## src/rtl/core/ema_med_pkg.sv

```systemverilog
`default_nettype none
// ----------------------------------------------------------------------------
// ema_med_pkg
// Shared types and constants of the low-pass and median-of-window filter.
// ----------------------------------------------------------------------------
package ema_med_pkg;

  // Q2.14 sample and Q0.16 weight
  typedef logic signed [15:0] sample_t;
  typedef logic [15:0]        alpha_t;

  // Sliding window geometry
  localparam int WinLen = 5;
  localparam int FillW  = $clog2(WinLen + 1);
  localparam int PosW   = $clog2(WinLen);
  localparam int RankW  = $clog2(WinLen);

  // Low-pass weight after reset, about 0.1
  localparam alpha_t AlphaReset = 16'd6554;

endpackage
`default_nettype wire

```

## src/rtl/core/ema_and_median5_filter_top.sv

```systemverilog
`default_nettype none
// Path: an accepted sample passes the input register, then the result register.
// Throughput: one sample per cycle while the output is not stalled; the
// low-pass multiply-add feeds back through the previous-value register and
// the window rank compare feeds the ring.
// Reset: previous low-pass value, window fill and write slot clear to zero, weight
// returns to 6554; window storage and result values are not cleared.
// ----------------------------------------------------------------------------
// ema_and_median5_filter_top
// Exponential low-pass and sliding-window median: an input register, one
// short combinational pass, and a result register.
// ----------------------------------------------------------------------------
module ema_and_median5_filter_top (
  input  wire                       clk,
  input  wire                       rst,
  input  wire                       cfg_wr_en,
  input  wire ema_med_pkg::alpha_t  cfg_wr_data,
  input  wire                       in_valid,
  output logic                      in_ready,
  input  wire ema_med_pkg::sample_t sample,
  output logic                      out_valid,
  input  wire                       out_ready,
  output ema_med_pkg::sample_t      lowpass_value,
  output ema_med_pkg::sample_t      median_value
);

  localparam int WinLen = ema_med_pkg::WinLen;
  localparam int FillW  = ema_med_pkg::FillW;
  localparam int PosW   = ema_med_pkg::PosW;
  localparam int RankW  = ema_med_pkg::RankW;

  // Registers
  ema_med_pkg::alpha_t  alpha;
  ema_med_pkg::sample_t held_sample;
  logic                 held_valid;
  ema_med_pkg::sample_t prev;
  logic [FillW-1:0]     fill;
  logic [PosW-1:0]      wr_pos;
  ema_med_pkg::sample_t win [WinLen];

  // Next values and pass logic
  logic                 advance;
  logic signed [16:0]   diff;
  logic signed [33:0]   prod;
  logic signed [33:0]   prod_sh;
  logic [17:0]          lp_sum;
  ema_med_pkg::sample_t lowpass_next;
  logic [FillW-1:0]     fill_next;
  logic [PosW-1:0]      wr_pos_next;
  ema_med_pkg::sample_t win_new [WinLen];
  logic [WinLen-1:0]    vld_new;
  logic [RankW-1:0]     rank [WinLen];
  logic [FillW-1:0]     target;
  ema_med_pkg::sample_t median_next;

  // Handshake: move the held beat on when the result register is free
  assign advance  = held_valid && (!out_valid || out_ready);
  assign in_ready = !held_valid || advance;

  // Configuration register
  always_ff @(posedge clk) begin
    if (rst) begin
      alpha <= ema_med_pkg::AlphaReset;
    end else if (cfg_wr_en) begin
      alpha <= cfg_wr_data;
    end
  end

  // Input register
  always_ff @(posedge clk) begin
    if (rst) begin
      held_valid <= 1'b0;
    end else if (in_ready) begin
      held_valid <= in_valid;
    end
  end

  always_ff @(posedge clk) begin
    if (in_valid && in_ready) begin
      held_sample <= sample;
    end
  end

  // Low-pass: prev + floor(alpha * (sample - prev) / 2^16)
  assign diff         = {held_sample[15], held_sample} - {prev[15], prev};
  assign prod         = $signed({1'b0, alpha}) * diff;
  assign prod_sh      = prod >>> 16;
  assign lp_sum       = {{2{prev[15]}}, prev} + prod_sh[17:0];
  assign lowpass_next = lp_sum[15:0];

  // Window bookkeeping
  assign fill_next   = (fill < FillW'(WinLen)) ? fill + FillW'(1) : fill;
  assign wr_pos_next = (wr_pos == PosW'(WinLen - 1)) ? '0 : wr_pos + PosW'(1);
  assign target      = fill_next >> 1;

  // Window as it stands with the new sample written in
  always_comb begin
    for (int k = 0; k < WinLen; k++) begin
      win_new[k] = (wr_pos == PosW'(k)) ? held_sample : win[k];
      vld_new[k] = FillW'(k) < fill_next;
    end
  end

  // Rank each entry: count valid entries that sort ahead of it, ties by slot
  always_comb begin
    for (int i = 0; i < WinLen; i++) begin
      rank[i] = '0;
      for (int j = 0; j < WinLen; j++) begin
        if (j != i && vld_new[j] &&
            (!vld_new[i] || win_new[j] < win_new[i] ||
             (win_new[j] == win_new[i] && j < i))) begin
          rank[i] = rank[i] + RankW'(1);
        end
      end
    end
  end

  // Pick the valid entry whose rank is half the fill
  always_comb begin
    median_next = win_new[0];
    for (int k = 0; k < WinLen; k++) begin
      if (vld_new[k] && FillW'(rank[k]) == target) begin
        median_next = win_new[k];
      end
    end
  end

  // Filter state
  always_ff @(posedge clk) begin
    if (rst) begin
      prev   <= '0;
      fill   <= '0;
      wr_pos <= '0;
    end else if (advance) begin
      prev   <= lowpass_next;
      fill   <= fill_next;
      wr_pos <= wr_pos_next;
    end
  end

  // Window ring, no reset
  always_ff @(posedge clk) begin
    if (advance) begin
      win[wr_pos] <= held_sample;
    end
  end

  // Result register
  always_ff @(posedge clk) begin
    if (rst) begin
      out_valid <= 1'b0;
    end else if (advance) begin
      out_valid <= 1'b1;
    end else if (out_ready) begin
      out_valid <= 1'b0;
    end
  end

  always_ff @(posedge clk) begin
    if (advance) begin
      lowpass_value <= lowpass_next;
      median_value  <= median_next;
    end
  end

  // Checks

  // While filling, the ring write slot tracks the fill count
  a_pos_tracks_fill: assert property (@(posedge clk) disable iff (rst)
    (fill != FillW'(WinLen)) |-> (FillW'(wr_pos) == fill))
    else $error("write slot out of step with window fill");

  // Each advanced beat grows a partial window by one
  a_fill_grows: assert property (@(posedge clk) disable iff (rst)
    (advance && fill != FillW'(WinLen)) |=> (fill == $past(fill) + FillW'(1)))
    else $error("window fill did not grow");

  // A held beat that cannot move stays held
  a_held_kept: assert property (@(posedge clk) disable iff (rst)
    (held_valid && !advance) |=> (held_valid && held_sample == $past(held_sample)))
    else $error("held beat lost while stalled");

  // Low-pass step never overshoots the sample
  a_lp_bounded: assert property (@(posedge clk) disable iff (rst)
    advance |->
      ((held_sample >= prev && lowpass_next >= prev && lowpass_next <= held_sample) ||
       (held_sample <  prev && lowpass_next <= prev && lowpass_next >= held_sample)))
    else $error("low-pass step passed the sample");

endmodule
`default_nettype wire
```

## config.mk

```make
export PLATFORM = sky130hd
export DESIGN_NAME = ema_and_median5_filter_top
export DESIGN_NICKNAME = d
export VERILOG_FILES = /design/src/rtl/core/ema_med_pkg.sv /design/src/rtl/core/ema_and_median5_filter_top.sv
export SDC_FILE = /design/constraint.sdc
export NUM_CORES = 1
export LEC_CHECK = 0
export ABC_AREA = 1
export BUFFER_PORTS_ARGS = -buffer_cell sky130_fd_sc_hd__buf_2
export CAP_MARGIN = 20
export CORE_UTILIZATION = 35
export DETAILED_ROUTE_END_ITERATION = 8
export PLACE_DENSITY = 0.56
export SYNTH_ARGS = -nofsm -noshare
export SYNTH_HDL_FRONTEND = slang
export SYNTH_SLANG_ARGS = --single-unit
```

## constraint.sdc

```tcl
create_clock -name clk -period 18.85 [get_ports clk]
set_input_delay 1.885 -clock clk [delete_from_list [all_inputs] [get_ports clk]]
set_output_delay 1.885 -clock clk [all_outputs]
set_load 0.03 [all_outputs]
```

==> impl_metrics.json, run 1 <==
{
  "finalInstanceArea_um2": 24100,
  "tightest_slew_ns": 1.05,
  "totalWireLength_mm": 63.6,
  "critPathMaxFanout": 14,
  "grt_max_degree": 43,
  "min_period_ns": 10.41,
  "slowest_stage": "o21ai_0",
  "instances_no_fill": 3719,
  "ys_ff_latch": 168,
  "grt_pass1_vias": 18000,
  "path_buf_inv": 10,
  "clock_latency_ns": 0.49,
  "grt_overflow_total": 0,
  "min_path_type": "register to register",
  "critPathCaptureType": "register",
  "synthCells": 2819,
  "clock.fmax_mhz": 96.1,
  "synthToLayoutAreaGrowth_pct": 9.15,
  "insertedDiodeCount": 0,
  "cts_resized": 0,
  "ctsHoldBuffers": 0,
  "clk_pin_slew_ns": 0.09,
  "initial_utilization_pct": 35.6,
  "drv_slew": 0,
  "tritoncts": "done",
  "core_um2": 62100,
  "wl_per_cell_um": 17.1,
  "syn_nets": 3389,
  "ant_nets": 0,
  "synth_area_um2": 22100,
  "drtIter0Drc": 1340,
  "ys_warn_count": 0,
  "first_pass_iters": 6,
  "yosysSeqAreaShare_pct": 21.0,
  "placed_area_um2": 23400,
  "status": "completed",
  "dp_hpwl_mm": 51.9,
  "setup_tns_ns": 0,
  "via_count": 18100,
  "cts-htree-levels": 4,
  "postCtsSetupBuffers": 0,
  "synth.distinct_cells": 49,
  "grt_pass1_wl_mm": 101,
  "layout_common_cells": "inv_1 (612), nand2_1 (605), ha_1 (323)",
  "row_count": 91,
  "cts_sinks": 168,
  "cp.arrival_ns": 10.79,
  "cts_root_buffer": "clkbuf_16",
  "final_common_cell": "inv_1",
  "worstPathRequired_ns": 19.23,
  "period_share_pct": 55.2,
  "skew_ns": 0.0192,
  "synth_area_per_cell_um2": 7.83,
  "crit_family": "adder cells",
  "place_congestion": 0.897,
  "die_h_um": 253,
  "cp-start-kind": "register",
  "placedCellCount": 3685,
  "numPortBuffers": 70,
  "r2r_slack_ns": 8.44,
  "cts_buffer_depth": 2,
  "grt_usage_pct": 20.7,
  "final_nets": 3439,
  "cap_violations": 0,
  "numCtsBuffers": 17,
  "relSlewSlack_pct": 29.6,
  "critPathKind": "register to register",
  "cpPeakStageDelay_ns": 0.62,
  "die-area_um2": 64100,
  "rsz0062_at_grt": "false",
  "die_x_um": 253,
  "drive_gt1_share_pct": 6.21,
  "setup_violations": 0,
  "fill_cells": 6575,
  "via_per_inst": 4.87,
  "ioPinCount": 71,
  "antenna_found_initial": 1,
  "drc": 0,
  "hold_viol": 0,
  "crit_path_frequent_cell": "inv_1"
}
[worst min-delay path, cell delays in order (launching register included)]
cell and delay (ns):
dfxtp_1 0.33, inv_1 0.09, a21oi_1 0.07
[logic make-up (layout without fill, tap and decap cells)]
group / after synthesis / after routing / share of synthesized area (%)
AO/OA/AOI/OAI: 427 / 427 / 10.6
XOR/XNOR: 39 / 39 / 1.58
adder cells (fa/ha/maj): 533 / 533 / 37.4
buffers and inverters: 693 / 756 / 11.9
flip-flops: 168 / 168 / 21.0
AND/OR/NAND/NOR: 959 / 959 / 17.5
[cell type report]
cell class	count	area (um2)	share of cell area [%]
clock buffers	17	425	1.77
clock inverters	15	216	0.898
inverters	630	2360	9.81
multi-input cells	1958	14800	61.6
flip-flops and latches	168	4640	19.3
well taps	837	1050	4.35
repair buffers	94	558	2.32
[routing by layer]
layer	track usage (%)	routed length (um)	vias to the layer above
met5	0	0	-
met4	5.99	1500	0
met3	2.78	3320	74
met2	33.8	29300	431
met1	28.4	29500	8619
li1	-	-	8998
[flip-flops by register name, indices dropped and copies added (netlist names)]
| name | cells |
|---|---|
| held_valid | 1 |
| lowpass_value | 16 |
| held_sample | 16 |
| prev | 16 |
| alpha | 16 |
| win | 80 |
| out_valid | 1 |
| median_value | 16 |
| wr_pos | 3 |
| fill | 3 |
[worst paths after layout]
path                                                from               endpoint  cells after the start
worst max-delay path            held_sample[0]$_DFFE_PP_  prev[13]$_SDFFE_PP0P_                     44
worst min-delay path                prev[2]$_SDFFE_PP0P_   prev[2]$_SDFFE_PP0P_                      2
worst min register to register      prev[2]$_SDFFE_PP0P_   prev[2]$_SDFFE_PP0P_                      2
worst max register to register  held_sample[0]$_DFFE_PP_  prev[13]$_SDFFE_PP0P_                     44
[synth_stat cells (all sizes together)]
library cell	count	area share, %
a211oi	6	0.20
a21boi	1	0.034
a21o	5	0.17
a21oi	186	4.3
a221oi	2	0.079
a2bb2oi	1	0.040
a31o	2	0.079
a31oi	3	0.085
buf	10	0.32
clkbuf	53	0.91
clkinv	7	0.12
dfxtp	40	3.6
edfxtp	128	17
fa	210	19
ha	323	18
inv	623	11
nand2	613	11
nand3	73	1.7
nand3b	3	0.10
nand4	20	0.57
nor2	209	3.6
nor3	25	0.57
nor3b	1	0.034
nor4	4	0.11
o2111ai	3	0.12
o211a	3	0.14
o211ai	5	0.17
o21a	9	0.31
o21ai	192	4.5
o21bai	7	0.24
o221a	1	0.051
o221ai	1	0.040
or2	11	0.32
xnor2	17	0.67
xor2	22	0.91
[stage by stage]
stage                     utilization, %  hold slack, ns  setup slack, ns
after detailed placement            37.7           0.514             8.52
after global routing                38.8           0.543             7.64
final                               38.8           0.528             8.44
after CTS                           38.8           0.531             8.45
after floorplan                        -           0.451            10.21
after global placement              37.7           0.518             8.77
Power of run 1 is not shown: default switching activity piles up to over one toggle a cycle in this logic, so the estimate is an artifact.
==> run 2: changes to the inputs <==
ABC_AREA = 0   (was 1)
PLACE_DENSITY = 0.58   (was 0.56)
clock period = 8.88 ns   (was 18.85 ns; I/O delays follow)
==> run 2 against run 1 <==
Wire length is 8.0% higher. Global-route usage is 0.38 points higher. Cell count is 6.1% lower. Critical endpoint is now prev[15]$_SDFFE_PP0P_. Hold slack worse by 0.035 ns. Via count is 3.9% higher. Final area is 9.2% higher. Setup slack worse by 8.6 ns. The run now ends with negative setup slack left.
==> impl_metrics.json, run 2 <==
{
  "status": "complete, but fails checks",
  "failed_checks": "negative setup slack",
  "seq_area_um2": 4650,
  "via_per_inst": 5.39,
  "largest-register": "win",
  "wl_met1_mm": 30.5,
  "first_pass_iters": 6,
  "cpPeakStageDelay_ns": 0.54,
  "period_share_pct": 101,
  "cts_buffer_depth": 2,
  "ant_nets": 0,
  "clk_pin_slew_ns": 0.07,
  "row_count": 92,
  "die-area_um2": 65400,
  "via_count": 18800,
  "synth_area_per_cell_um2": 9.18,
  "numCtsBuffers": 17,
  "cp-start-kind": "register",
  "maxUsedRoutingLayer": "met4",
  "syn_nets": 3023,
  "cp.arrival_ns": 9.37,
  "tightest_slew_ns": 1.10,
  "synthCells": 2453,
  "skew_ns": 0.0275,
  "yosysSeqAreaShare_pct": 20.6,
  "synth_top_area_cell": "fa_1",
  "grt_max_degree": 54,
  "hold_viol": 0,
  "synth_area_leaders": "fa_1 (19%), ha_1 (18%), edfxtp_1 (17%), inv_1 (6.3%), nand2_1 (4.1%)",
  "min_period_ns": 9.00,
  "largest_reg_flops": 80,
  "layout_common_cells": "inv_1 (368), ha_1 (306), nand2_1 (237)",
  "die_h_um": 256,
  "synth_top_area_share_pct": 18.7,
  "multi_input_area_um2": 16600,
  "critPathMaxFanout": 9,
  "min_path_type": "register to register",
  "grt_pass1_vias": 19200,
  "drive_gt1_share_pct": 16.7,
  "cap_violations": 0,
  "synth_edf_count": 128,
  "wl_per_cell_um": 19.7,
  "grt_overflow_total": 0,
  "totalWireLength_mm": 68.7,
  "instances_no_fill": 3494,
  "insertedDiodeCount": 0,
  "core_um2": 63300,
  "synth_area_um2": 22500,
  "yosysMostFrequentCell": "inv_1",
  "grt_pass1_wl_mm": 108,
  "drv_slew": 0,
  "ys_ff_latch": 168,
  "antenna_found_initial": 0,
  "relSlewSlack_pct": 26.5,
  "initial_utilization_pct": 35.6,
  "synthToLayoutAreaGrowth_pct": 16.8,
  "synthTopCellsByCount": "inv_1 (377), ha_1 (323), nand2_1 (244)",
  "drtIter0Drc": 1407,
  "hold_slack_ns": 0.493,
  "ioPinCount": 71,
  "ys_warn_count": 0,
  "critPathKind": "register to register",
  "dp_hpwl_mm": 56.0,
  "clock_latency_ns": 0.48,
  "fill_cells": 6225,
  "async_flop_share_pct": 0,
  "cts_sinks": 168,
  "placedCellCount": 3437,
  "final_nets": 3205,
  "grt_usage_pct": 21.1,
  "final_core_util_pct": 41.5,
  "final_common_cell": "inv_1",
  "die_x_um": 256,
  "place_congestion": 0.942,
  "clock.fmax_mhz": 111,
  "synth.distinct_cells": 88,
  "final_critical_path_setup_slack_ns": -0.121,
  "numPortBuffers": 70,
  "dr_wl_met2_mm": 33.4,
  "critPathCaptureType": "register",
  "cts_root_buffer": "clkbuf_16",
  "slowest_stage": "fa_1",
  "cts-htree-levels": 4,
  "synth-main-ff-cell": "edfxtp_1",
  "rsz0062_at_grt": "true",
  "worstPathRequired_ns": 9.25,
  "tritoncts": "done",
  "setup_tns_ns": -0.346,
  "drc": 0,
  "setup_violations": 5,
  "wl_met3_mm": 2.68
}
[run 2: changes by cell type after synthesis, moves of 25 or more]
cell      change
o21ai_0     -123
and2_1       +70
mux2i_1      +76
nand2_1     -361
nor2_1      -107
a21o_1       +30
and3_1       +35
a21oi_1      -85
inv_1       -235
clkbuf_1     +43
nor2b_1      +36
or3_1        +26
nand2b_1     +25
[run 2: per-stage QoR]
stage                     setup slack, ns  instance area (um2)
after floorplan                    0.0104                22600
after global placement             -0.927                25000
after detailed placement            -1.03                25000
after CTS                          -0.190                25900
after global routing               -0.524                26300
final                              -0.121                26300
[run 2: timing repair]
action | CTS | global route
buffers inserted | 9 | 16
pin swaps | 48 | 66
hold buffers | 0 | 0
gates resized for setup | 53 | 62
setup endpoints to repair | 24 | 21
[run 2: metal layers]
metal | GRT usage (%) | vias up
met3 | 2.10 | 103
met5 | 0 | -
met1 | 27.7 | 9460
met2 | 35.8 | 467
li1 | - | 8796
met4 | 7.67 | 0
[run 2: worst paths after layout]
check / from / endpoint / slack, ns / cells after the start
worst min register to register: prev[14]$_SDFFE_PP0P_ / prev[14]$_SDFFE_PP0P_ / 0.49 / 2
worst max-delay path: held_sample[2]$_DFFE_PP_ / prev[15]$_SDFFE_PP0P_ / -0.12 / 38
worst min-delay path: prev[14]$_SDFFE_PP0P_ / prev[14]$_SDFFE_PP0P_ / 0.49 / 2
worst max register to register: held_sample[2]$_DFFE_PP_ / prev[15]$_SDFFE_PP0P_ / -0.12 / 38
[run 2: kinds of logic after synthesis]
logic type,share of synthesized area [%]
buf+inv,8.21
simple gates,16.1
fa+ha+maj,36.6
xor+xnor,2.05
compound gates,12.3
mux,4.18
flops,20.6
[run 2: worst max-delay path: cells and delay by family (launching register included)]
family | cells | cell delay [ns]
flip-flops | 1 | 0.44
adder cells (fa/ha/maj) | 9 | 3.65
buffers and inverters | 7 | 0.90
AND/OR/NAND/NOR | 5 | 0.92
AO/OA/AOI/OAI | 15 | 2.73
XOR/XNOR | 2 | 0.23
[run 2: final cells by class]
type | instances | area share (%)
multi-input combinational | 1798 | 63.2
sequential | 168 | 17.7
timing repair buffer | 271 | 7.39
inverter | 379 | 5.41
tap | 846 | 4.02
clock buffer | 18 | 1.63
clock inverter | 14 | 0.671
Power of run 2 is left out for the same reason.
==> run 3: changes to the inputs <==
SKIP_CTS_REPAIR_TIMING = 1   (was not set)
==> run 3 against run 2 <==
The flow still finishes with violations (negative setup slack). Largest cell class unchanged. Cell count fell by 0.46%. Sequential share of layout area rose by 0.19 points. Register-to-register slack got worse by 0.04 ns. Utilization fell by 0.44 points. Setup slack got worse by 0.045 ns. Critical path depth rose by 3. First-iteration DRC count fell by 1.6%. Via count fell by 0.98%.
==> impl_metrics.json, run 3 (same netlist as run 2, synthesis figures left out) <==
{
  "tritoncts": "done",
  "hold_viol": 0,
  "ant_nets": 0,
  "final_common_cell": "inv_1",
  "layout_common_cells": "inv_1 (373), ha_1 (314), nand2_1 (244)",
  "wl_per_cell_um": 19.7,
  "cts-htree-levels": 4,
  "clock_latency_ns": 0.49,
  "cts_sinks": 168,
  "drv_slew": 0,
  "cts_root_buffer": "clkbuf_16",
  "critPathKind": "register to register",
  "largest-register": "win",
  "die_x_um": 256,
  "skew_ns": 0.0279,
  "initial_utilization_pct": 35.6,
  "synthToLayoutAreaGrowth_pct": 15.5,
  "grt_usage_pct": 20.9,
  "largest_reg_flops": 80,
  "antenna_found_initial": 0,
  "row_count": 92,
  "first_pass_iters": 5,
  "die_h_um": 256,
  "rsz0062_at_grt": "true",
  "period_share_pct": 102,
  "critPathCaptureType": "register",
  "dpl_worst_slack_ns": -1.03,
  "final_nets": 3189,
  "status": "complete, but fails checks",
  "place_congestion": 0.942,
  "via_count": 18600,
  "drive_gt1_share_pct": 15.3,
  "failed_checks": "negative setup slack",
  "relSlewSlack_pct": 24.8,
  "setup_tns_ns": -0.509,
  "cpPeakStageDelay_ns": 0.56,
  "clk_pin_slew_ns": 0.08,
  "clock.fmax_mhz": 111,
  "grt_max_degree": 54,
  "setup_violations": 7,
  "final_critical_path_setup_slack_ns": -0.166,
  "numCtsBuffers": 17,
  "drc": 0,
  "dp_hpwl_mm": 56.0,
  "cts_buffer_depth": 2,
  "insertedDiodeCount": 0,
  "critPathMaxFanout": 5,
  "worstPathRequired_ns": 9.25,
  "totalWireLength_mm": 68.6,
  "ioPinCount": 71,
  "grt_pass1_wl_mm": 107,
  "min_path_type": "register to register",
  "slowest_stage": "fa_1",
  "grt_pass1_vias": 19100,
  "crit_path_frequent_cell": "fa_1",
  "grt_overflow_total": 0,
  "cap_violations": 0,
  "cp.arrival_ns": 9.42,
  "numPortBuffers": 70,
  "via_per_inst": 5.36,
  "tightest_slew_ns": 1.12,
  "core_um2": 63300,
  "drtIter0Drc": 1385,
  "cp-start-kind": "register",
  "die-area_um2": 65400,
  "min_period_ns": 9.05
}
run 3: changes by cell type in the layout (fill, tap and decap cells not counted), sizes merged:
cell / change
buf: -15
clkbuf: -1
run 3: path summary, 6_finish.rpt:
kind	start	endpoint	slack, ns	cells past startpoint
worst min register to register	prev[13]$_SDFFE_PP0P_	prev[13]$_SDFFE_PP0P_	0.49	2
worst max-delay path	held_sample[1]$_DFFE_PP_	prev[15]$_SDFFE_PP0P_	-0.17	41
worst min-delay path	prev[13]$_SDFFE_PP0P_	prev[13]$_SDFFE_PP0P_	0.49	2
worst max register to register	held_sample[1]$_DFFE_PP_	prev[15]$_SDFFE_PP0P_	-0.17	41
run 3: critical path: cells and delay by family, from the launching register on:
kind	cells	cell delay, ns
adders and majority gates	9	3.66
AOI/OAI and AO/OA	19	3.39
buffers and inverters	7	0.63
and+or+nand+nor	4	0.57
DFF	1	0.40
xor gates and xnor gates	2	0.27
run 3: routing by layer:
metal  global-route usage [%]  vias up  share of wire [%]
li1                         -     8765                  -
met1                     27.5     9326                 44
met2                     35.4      464                 49
met3                     1.95       86                4.1
met4                     7.90        0                3.2
met5                        0        -                  0
run 3: per-stage QoR:
step	util [%]	cells	instance area, um2	hold slack, ns
3_5_place_dp	39.4	3437	25000	0.483
3_3_place_gp	39.4	3437	25000	0.472
4_1_cts	40.4	3469	25600	0.496
6_report	41.1	3478	26000	0.492
5_1_grt	41.1	3478	26000	0.511
2_1_floorplan	-	2453	22600	0.453
run 3: layout make-up:
type,count,area [um2]
repair buffers,255,1800
inverters,379,1420
clock inverters,14,176
well taps,846,1060
multi-input cells,1798,16500
clock buffers,18,429
flip-flops and latches,168,4650
fillers,6256,37300
Power of run 3 is left out for the same reason.
